--- src/rtl/core/pasm_pkg.sv ---
`default_nettype none

package pasm_pkg;

    localparam int MAX_DEGREE = 31;

    localparam int DEG_W      = 5;
    localparam int POW_W      = 6;
    localparam int COEF_W     = 16;
    localparam int TERM_W     = 32;
    localparam int RES_W      = 48;
    localparam int CFG_IDX_W  = 2;
    localparam int CFG_DATA_W = 5;
    localparam int MODE_W     = 2;

    // Configuration register indexes.
    localparam logic [CFG_IDX_W-1:0] CFG_OP_MODE  = 2'd0;
    localparam logic [CFG_IDX_W-1:0] CFG_DEGREE_A = 2'd1;
    localparam logic [CFG_IDX_W-1:0] CFG_DEGREE_B = 2'd2;

    // Operation modes; any other code multiplies.
    localparam logic [MODE_W-1:0] MODE_ADD = 2'd0;
    localparam logic [MODE_W-1:0] MODE_SUB = 2'd1;
    localparam logic [MODE_W-1:0] MODE_MUL = 2'd2;

    typedef struct packed {
        logic                     operand_sel;
        logic [DEG_W-1:0]         power;
        logic signed [COEF_W-1:0] coef_value;
        logic                     load_done;
    } t_in_item;

    typedef struct packed {
        logic [POW_W-1:0]        result_power;
        logic signed [RES_W-1:0] result_value;
        logic                    result_last;
    } t_out_item;

    // Commands from the controller to the datapath.
    typedef struct packed {
        logic load;      // write the input beat into its store
        logic start;     // first result power, clear accumulator
        logic issue;     // form one term and advance the term index
        logic capture;   // latch the finished coefficient into the result register
        logic next_pow;  // move to the next result power
        logic clear;     // drop both stores
    } t_cmd;

    typedef struct packed {
        logic term_last;
        logic pow_last;
    } t_stat;

endpackage

`default_nettype wire

--- src/rtl/core/pasm_ctrl.sv ---
`default_nettype none

module pasm_ctrl (
    input  wire logic          i_clk,
    input  wire logic          i_rst_n,
    input  wire logic          i_in_valid,
    input  wire logic          i_load_done,
    input  wire logic          i_out_stall,
    input  wire pasm_pkg::t_stat i_stat,
    output pasm_pkg::t_cmd     o_cmd,
    output logic               o_in_stall,
    output logic               o_out_valid
);

    localparam logic [1:0] S_IDLE  = 2'd0;
    localparam logic [1:0] S_STEP  = 2'd1;
    localparam logic [1:0] S_DRAIN = 2'd2;
    localparam logic [1:0] S_EMIT  = 2'd3;

    logic [1:0] r_state;
    logic [1:0] n_state;

    always_comb begin
        n_state = r_state;
        o_cmd   = '0;
        case (r_state)
            S_IDLE: begin
                if (i_in_valid) begin
                    o_cmd.load = 1'b1;
                    if (i_load_done) begin
                        o_cmd.start = 1'b1;
                        n_state     = S_STEP;
                    end
                end
            end
            S_STEP: begin
                o_cmd.issue = 1'b1;
                if (i_stat.term_last) begin
                    n_state = S_DRAIN;
                end
            end
            S_DRAIN: begin
                // The last term is still in flight; fold it in while capturing.
                o_cmd.capture = 1'b1;
                n_state       = S_EMIT;
            end
            S_EMIT: begin
                if (!i_out_stall) begin
                    if (i_stat.pow_last) begin
                        o_cmd.clear = 1'b1;
                        n_state     = S_IDLE;
                    end else begin
                        o_cmd.next_pow = 1'b1;
                        n_state        = S_STEP;
                    end
                end
            end
            default: begin
                n_state = S_IDLE;
            end
        endcase
    end

    always_ff @(posedge i_clk) begin
        if (!i_rst_n) begin
            r_state <= S_IDLE;
        end else begin
            r_state <= n_state;
        end
    end

    assign o_in_stall  = (r_state != S_IDLE);
    assign o_out_valid = (r_state == S_EMIT);

endmodule

`default_nettype wire

--- src/rtl/core/pasm_datapath.sv ---
`default_nettype none

module pasm_datapath #(
    parameter int MAX_DEGREE = pasm_pkg::MAX_DEGREE
) (
    input  wire logic                                i_clk,
    input  wire logic                                i_rst_n,
    input  wire logic                                i_cfg_we,
    input  wire logic [pasm_pkg::CFG_IDX_W-1:0]      i_cfg_addr,
    input  wire logic [pasm_pkg::CFG_DATA_W-1:0]     i_cfg_wdata,
    input  wire pasm_pkg::t_in_item                  i_in_data,
    input  wire pasm_pkg::t_cmd                      i_cmd,
    output pasm_pkg::t_stat                          o_stat,
    output pasm_pkg::t_out_item                      o_out_data
);

    localparam int DEPTH = MAX_DEGREE + 1;
    localparam int IW    = (DEPTH > 2) ? $clog2(DEPTH) : 1;
    localparam int DW    = pasm_pkg::DEG_W;
    localparam int PW    = pasm_pkg::POW_W;
    localparam int CW    = pasm_pkg::COEF_W;
    localparam int TW    = pasm_pkg::TERM_W;
    localparam int RW    = pasm_pkg::RES_W;
    localparam logic [DW-1:0] MAX_DEG = DW'(MAX_DEGREE);

    // Configuration registers.
    logic [pasm_pkg::MODE_W-1:0] r_op_mode;
    logic [DW-1:0]               r_degree_a;
    logic [DW-1:0]               r_degree_b;

    // Coefficient stores; an entry without its valid bit reads as zero.
    logic [CW-1:0]    r_st_a [DEPTH];
    logic [CW-1:0]    r_st_b [DEPTH];
    logic [DEPTH-1:0] r_vld_a;
    logic [DEPTH-1:0] r_vld_b;

    logic [PW-1:0]        r_p;
    logic [IW-1:0]        r_i;
    logic signed [TW-1:0] r_term;
    logic                 r_term_vld;
    logic signed [RW-1:0] r_acc;
    logic [PW-1:0]        r_res_power;
    logic signed [RW-1:0] r_res_value;
    logic                 r_res_last;

    logic                 mul_mode;
    logic                 sub_mode;
    logic [DW-1:0]        deg_a;
    logic [DW-1:0]        deg_b;
    logic [PW-1:0]        deg_a6;
    logic [PW-1:0]        deg_b6;
    logic [PW-1:0]        i6;
    logic [PW-1:0]        j6;
    logic [PW-1:0]        hi6;
    logic [PW-1:0]        top_pow;
    logic [PW-1:0]        p_nx;
    logic [PW-1:0]        lo_nx;
    logic [IW-1:0]        addr_a;
    logic [IW-1:0]        addr_b;
    logic                 ok_a;
    logic                 ok_b;
    logic signed [CW-1:0] coef_a;
    logic signed [CW-1:0] coef_b;
    logic signed [CW:0]   lin;
    logic signed [TW-1:0] prod;
    logic signed [TW-1:0] term;
    logic signed [RW-1:0] acc_sum;
    logic [IW-1:0]        wr_idx;

    assign mul_mode = !(r_op_mode == pasm_pkg::MODE_ADD || r_op_mode == pasm_pkg::MODE_SUB);
    assign sub_mode = (r_op_mode == pasm_pkg::MODE_SUB);

    assign deg_a  = (r_degree_a > MAX_DEG) ? MAX_DEG : r_degree_a;
    assign deg_b  = (r_degree_b > MAX_DEG) ? MAX_DEG : r_degree_b;
    assign deg_a6 = {1'b0, deg_a};
    assign deg_b6 = {1'b0, deg_b};

    // Term index i walks A, j = p - i walks B; the walk is bounded so both stay in range.
    assign i6  = {{(PW-IW){1'b0}}, r_i};
    assign j6  = r_p - i6;
    assign hi6 = (r_p < deg_a6) ? r_p : deg_a6;

    assign top_pow = mul_mode ? (deg_a6 + deg_b6) : ((deg_a6 > deg_b6) ? deg_a6 : deg_b6);
    assign p_nx    = r_p + PW'(1);
    assign lo_nx   = (p_nx > deg_b6) ? (p_nx - deg_b6) : '0;

    assign addr_a = mul_mode ? r_i : r_p[IW-1:0];
    assign addr_b = mul_mode ? j6[IW-1:0] : r_p[IW-1:0];
    assign ok_a   = mul_mode || (r_p <= deg_a6);
    assign ok_b   = mul_mode || (r_p <= deg_b6);

    assign coef_a = (ok_a && r_vld_a[addr_a]) ? r_st_a[addr_a] : '0;
    assign coef_b = (ok_b && r_vld_b[addr_b]) ? r_st_b[addr_b] : '0;

    assign lin  = sub_mode ? ({coef_a[CW-1], coef_a} - {coef_b[CW-1], coef_b})
                           : ({coef_a[CW-1], coef_a} + {coef_b[CW-1], coef_b});
    assign prod = $signed({{(TW-CW){coef_a[CW-1]}}, coef_a})
                * $signed({{(TW-CW){coef_b[CW-1]}}, coef_b});
    assign term = mul_mode ? prod : {{(TW-CW-9){lin[CW]}}, lin, 8'd0};

    assign acc_sum = r_term_vld ? (r_acc + {{(RW-TW){r_term[TW-1]}}, r_term}) : r_acc;

    assign o_stat.term_last = mul_mode ? (i6 == hi6) : 1'b1;
    assign o_stat.pow_last  = (r_p == top_pow);

    assign wr_idx = i_in_data.power[IW-1:0];

    always_ff @(posedge i_clk) begin
        if (!i_rst_n) begin
            r_op_mode  <= pasm_pkg::MODE_ADD;
            r_degree_a <= '0;
            r_degree_b <= '0;
        end else if (i_cfg_we) begin
            case (i_cfg_addr)
                pasm_pkg::CFG_OP_MODE:  r_op_mode  <= i_cfg_wdata[pasm_pkg::MODE_W-1:0];
                pasm_pkg::CFG_DEGREE_A: r_degree_a <= i_cfg_wdata[DW-1:0];
                pasm_pkg::CFG_DEGREE_B: r_degree_b <= i_cfg_wdata[DW-1:0];
                default: begin
                end
            endcase
        end
    end

    // Loads beyond the operand's degree are dropped.
    always_ff @(posedge i_clk) begin
        if (!i_rst_n) begin
            r_vld_a <= '0;
            r_vld_b <= '0;
        end else if (i_cmd.clear) begin
            r_vld_a <= '0;
            r_vld_b <= '0;
        end else if (i_cmd.load) begin
            if (!i_in_data.operand_sel && i_in_data.power <= deg_a) begin
                r_vld_a[wr_idx] <= 1'b1;
            end
            if (i_in_data.operand_sel && i_in_data.power <= deg_b) begin
                r_vld_b[wr_idx] <= 1'b1;
            end
        end
    end

    always_ff @(posedge i_clk) begin
        if (i_cmd.load) begin
            if (!i_in_data.operand_sel && i_in_data.power <= deg_a) begin
                r_st_a[wr_idx] <= i_in_data.coef_value;
            end
            if (i_in_data.operand_sel && i_in_data.power <= deg_b) begin
                r_st_b[wr_idx] <= i_in_data.coef_value;
            end
        end
    end

    always_ff @(posedge i_clk) begin
        if (!i_rst_n) begin
            r_term_vld <= 1'b0;
        end else begin
            r_term_vld <= i_cmd.issue;
        end
    end

    always_ff @(posedge i_clk) begin
        if (i_cmd.issue) begin
            r_term <= term;
        end
        if (i_cmd.start) begin
            r_p   <= '0;
            r_i   <= '0;
            r_acc <= '0;
        end else if (i_cmd.next_pow) begin
            r_p   <= p_nx;
            r_i   <= lo_nx[IW-1:0];
            r_acc <= '0;
        end else begin
            r_acc <= acc_sum;
            if (i_cmd.issue) begin
                r_i <= r_i + IW'(1);
            end
        end
        if (i_cmd.capture) begin
            r_res_power <= r_p;
            r_res_value <= acc_sum;
            r_res_last  <= o_stat.pow_last;
        end
    end

    assign o_out_data.result_power = r_res_power;
    assign o_out_data.result_value = r_res_value;
    assign o_out_data.result_last  = r_res_last;

endmodule

`default_nettype wire

--- src/rtl/core/polynomial_add_sub_mul.sv ---
`default_nettype none

// Polynomial add, subtract and multiply engine. Coefficients of A and B arrive one per beat,
// each tagged with operand and power, in signed Q8.8; the beat marked load_done starts the
// job, and the block then sends one signed Q32.16 coefficient per power in ascending order,
// with result_last on the highest. Add and subtract send max(degree_a, degree_b) + 1 beats,
// multiply sends degree_a + degree_b + 1. Both stores are empty again after each job.
// After the final beat, the single multiply-accumulate unit forms one term per cycle; for
// each result coefficient it issues all its terms, folds the last one in while capturing
// the result, then holds that result until the output is not stalled. No input is taken
// meanwhile. The user must write configuration only while the block is idle; the block
// itself does not enforce this.
module polynomial_add_sub_mul #(
    parameter int MAX_DEGREE = pasm_pkg::MAX_DEGREE
) (
    input  wire logic                            i_clk,
    input  wire logic                            i_rst_n,
    input  wire logic                            i_cfg_we,
    input  wire logic [pasm_pkg::CFG_IDX_W-1:0]  i_cfg_addr,
    input  wire logic [pasm_pkg::CFG_DATA_W-1:0] i_cfg_wdata,
    input  wire logic                            i_in_valid,
    input  wire pasm_pkg::t_in_item              i_in_data,
    output logic                                 o_in_stall,
    output logic                                 o_out_valid,
    output pasm_pkg::t_out_item                  o_out_data,
    input  wire logic                            i_out_stall
);

    pasm_pkg::t_cmd  cmd;
    pasm_pkg::t_stat stat;

    pasm_ctrl u_ctrl (
        .i_clk       (i_clk),
        .i_rst_n     (i_rst_n),
        .i_in_valid  (i_in_valid),
        .i_load_done (i_in_data.load_done),
        .i_out_stall (i_out_stall),
        .i_stat      (stat),
        .o_cmd       (cmd),
        .o_in_stall  (o_in_stall),
        .o_out_valid (o_out_valid)
    );

    pasm_datapath #(
        .MAX_DEGREE (MAX_DEGREE)
    ) u_datapath (
        .i_clk       (i_clk),
        .i_rst_n     (i_rst_n),
        .i_cfg_we    (i_cfg_we),
        .i_cfg_addr  (i_cfg_addr),
        .i_cfg_wdata (i_cfg_wdata),
        .i_in_data   (i_in_data),
        .i_cmd       (cmd),
        .o_stat      (stat),
        .o_out_data  (o_out_data)
    );

endmodule

`default_nettype wire
--- config.mk ---
export PLATFORM = sky130hd
export DESIGN_NAME = polynomial_add_sub_mul
export DESIGN_NICKNAME = d
export VERILOG_FILES = /design/src/rtl/core/pasm_pkg.sv /design/src/rtl/core/pasm_ctrl.sv /design/src/rtl/core/pasm_datapath.sv /design/src/rtl/core/polynomial_add_sub_mul.sv
export SDC_FILE = /design/constraint.sdc
export NUM_CORES = 2
export LEC_CHECK = 0
export ABC_AREA = 1
export BUFFER_PORTS_ARGS = -buffer_cell sky130_fd_sc_hd__buf_4
export CORE_UTILIZATION = 55
export DETAILED_ROUTE_END_ITERATION = 7
export PLACE_DENSITY_LB_ADDON = 0.05
export REMOVE_ABC_BUFFERS = 1
export SETUP_SLACK_MARGIN = 0.02
export SLEW_MARGIN = 20
export SYNTH_ARGS = -nofsm -noshare
export SYNTH_HDL_FRONTEND = slang
export SYNTH_SLANG_ARGS = --single-unit
--- constraint.sdc ---
create_clock -name i_clk -period 9.05 [get_ports i_clk]
set_input_delay 1.3575 -clock i_clk [delete_from_list [all_inputs] [get_ports i_clk]]
set_output_delay 1.3575 -clock i_clk [all_outputs]
set_load 0.01 [all_outputs]
==> run metrics <==
status finished, final reports clean; Longest Clk Path Bufs 3; Worst Hold End u_datapath.r_vld_a[23]$_SDFFE_PP0P_; # clock sinks 1249; Post-synth EDFFs 1111; utilization after layout 0.622; Avg Vias per Cell 5.75; maximum VDD drop 0.000320 V; Setup TNS Final 0 ns; Synth Instances 6496; Critical Path End Type flip-flop; num ports 92; Hold WC Path Type reg2reg; Cell Rows 126; CTS root buffer clkbuf_16; Yosys warnings 0; Num CTS Buffers 135; final hold violations 0; ys async rst share 0; Total GRT Usage 0.311; Reg clk slew, reported paths 0.06 ns; count of final setup violators 0; pre-CTS WS 0.228 ns; WHS 0.453 ns; Synth cell types 59; Yosys reg bits 1249; Die ar. 121000 um^2; most frequent cells after synthesis 1616 x nand2_1, 1111 x edfxtp_1, 912 x nand3_1, 602 x inv_1, 464 x nor2_1; final cycle utilization of the critical path 0.952; # port buffers 91; top_reg_cell synth edfxtp_1; Final WS setup 0.438 ns; Startpoint Class flip-flop; LEAKAGE 30.1 nW; reg2reg start u_datapath.r_p[0]$_SDFFE_PP0P_; share of post-route cells with drive strength above 1 0.0961; Die X 348 um; DRT iter0 DRCs 5414; worst hold path stage count 2; Synth area leader edfxtp_1; max_cap viols 0; hold path start u_datapath.r_vld_a[23]$_SDFFE_PP0P_; top post-synthesis cells by area edfxtp_1 51%, nand2_1 9.2%, fa_1 8.1%; Overflow after GRT 0; most frequent cell after synthesis nand2_1; initial antenna violation count 3; Critical Path Max Stage Delay 0.53 ns; # DRC 0; H-tree depth 4; first-pass GRT wire length 284000 um; RSZ-0062 raised after global routing false; Die Ht 348 um; Final nets 7095; WP data arrival 9.10 ns; post-route ant nets 0; CTS tree built; Avg Cell Area, Syn 10.1 um^2; post-synthesis cell area 65900 um^2; Initial Util 0.557; post-DP HPWL 122000 um; Routed wire per std cell 22.6 um; Critical-path top delay cell fa_1; total number of vias 47800; gpl congestion 0.978; Worst EP required 9.54 ns; crit-path max FO 34; clock latency on the worst-skew pair 0.78 ns; vias in the first global route 46100; DRT Pass-1 Iters 6; Synth top area share 0.506; pwr/cell area 377 nW/um^2; area grow syn2layout 11.7%; Setup Skew 0.0423 ns; fin crit period 8.61 ns; hold_buf cts 0; Slew HR 0.302; register area share after synthesis 0.548; Worst R2R End u_datapath.r_term[29]$_DFFE_PP_; Worst Tran Pin Value 1.05 ns; Slew Viols, Final 0; CORE AREA 118000 um^2; Fmax achieved 116 MHz; largest net degree at the start of global routing 95; DRT Wirelength 188000 um; Total Power 27.7 mW; R2R setup slack 0.44 ns; Crit Path Category reg2reg; R2R cell count 38
==> flip-flops by register name (all words and copies together), names as in the netlist <==
name and cells:
u_datapath.r_res_value 48, u_datapath.r_degree_b 5, u_datapath.r_vld_a 32, u_datapath.r_p 6, u_datapath.r_op_mode 2, u_ctrl.r_state 2
u_datapath.r_st_a 512, u_datapath.r_acc 48, u_datapath.r_res_power 6, u_datapath.r_term 32, u_datapath.r_vld_b 32, u_datapath.r_st_b 512
u_datapath.r_degree_a 5, u_datapath.r_i 5, u_datapath.r_term_vld 1, u_datapath.r_res_last 1
==> report_power, final <==
part | internal [mW] | switching (mW)
Combinational | 4.85 | 10.3
Sequential | 6.83 | 0.179
Clock | 3.23 | 2.31
==> per-layer routing <==
metal  up-vias  GRT usage  share of wire
met5         -          0              0
li1      22100          -              -
met3       282     0.0411          0.080
met1     23300      0.451           0.43
met2      2130      0.485           0.46
met4         0      0.105          0.030
==> final cells by class <==
type | instances | area, um^2
Clock inverter | 65 | 772
Fill cell | 9680 | 44800
Antenna cell | 2 | 5.00
Timing Repair Buffer | 283 | 2530
Clock buffer | 181 | 3680
Multi-Input combinational cell | 4295 | 26100
Inverter | 636 | 2410
Tap cell | 1600 | 2000
Sequential cell | 1249 | 36100
==> critical path, delay by kind of cell, from the launching register on <==
kind	cells	cell delay (ns)
buffers and inverters	11	1.15
AOI/OAI and AO/OA	5	1.08
DFF	1	0.42
adders and majority gates	9	3.97
and+or+nand+nor	13	1.70
==> cells by family after synthesis <==
| family | count (synthesis) | share of synthesized area |
|---|---|---|
| mux | 2 | 0.000304 |
| xor+xnor | 85 | 0.0113 |
| simple gates | 3102 | 0.199 |
| compound gates | 646 | 0.0638 |
| buf+inv | 952 | 0.0598 |
| flops | 1249 | 0.548 |
| fa+ha+maj | 460 | 0.118 |
==> through the flow <==
step	std cells	area, um^2
2_1_floorplan	6180	64400
3_3_place_gp	8054	68900
3_5_place_dp	8054	69000
4_1_cts	8300	73400
5_1_grt	8309	73600
6_report	8311	73600
==> timing repair <==
item / in CTS / in global routing
resized for setup: 0 / 20
setup endpoints to repair: 0 / 13
hold endpoints to repair: 0 / 0
setup buffers: 0 / 8
==> layout by cell type, fill, tap and decap left out, drive strengths merged, types with 2 or more instances in the layout <==
cell type / instances
a211oi: 2
a21boi: 8
a21o: 6
a21oi: 248
a31o: 11
a31oi: 17
a32o: 29
and2: 2
buf: 282
bufinv: 12
clkbuf: 182
clkinv: 47
clkinvlp: 2
dfxtp: 138
diode: 2
edfxtp: 1111
fa: 268
ha: 192
inv: 640
mux2i: 2
nand2: 1621
nand3: 919
nand3b: 12
nand4: 15
nor2: 474
nor3: 24
nor4: 3
o2111ai: 4
o211a: 57
o211ai: 40
o21a: 12
o21ai: 180
o21bai: 8
o221ai: 9
o22ai: 5
o31ai: 6
or2: 31
xnor2: 24
xor2: 61
==> how the worst max path moves through the flow <==
stage	from	endpoint	slack (ns)	cells after the start
floorplan	u_datapath.r_op_mode[1]$_SDFFE_PN0P_	u_datapath.r_term[31]$_DFFE_PP_	-6.23	30
global placement	u_datapath.r_p[0]$_SDFFE_PP0P_	u_datapath.r_term[28]$_DFFE_PP_	0.39	36
detailed placement	u_datapath.r_p[0]$_SDFFE_PP0P_	u_datapath.r_term[28]$_DFFE_PP_	0.23	39
CTS	u_datapath.r_p[0]$_SDFFE_PP0P_	u_datapath.r_term[28]$_DFFE_PP_	0.22	41
global route	u_datapath.r_p[0]$_SDFFE_PP0P_	u_datapath.r_term[28]$_DFFE_PP_	0.04	41
finish	u_datapath.r_p[0]$_SDFFE_PP0P_	u_datapath.r_term[29]$_DFFE_PP_	0.44	38
Note: power is estimated with default switching activity, not from simulation.
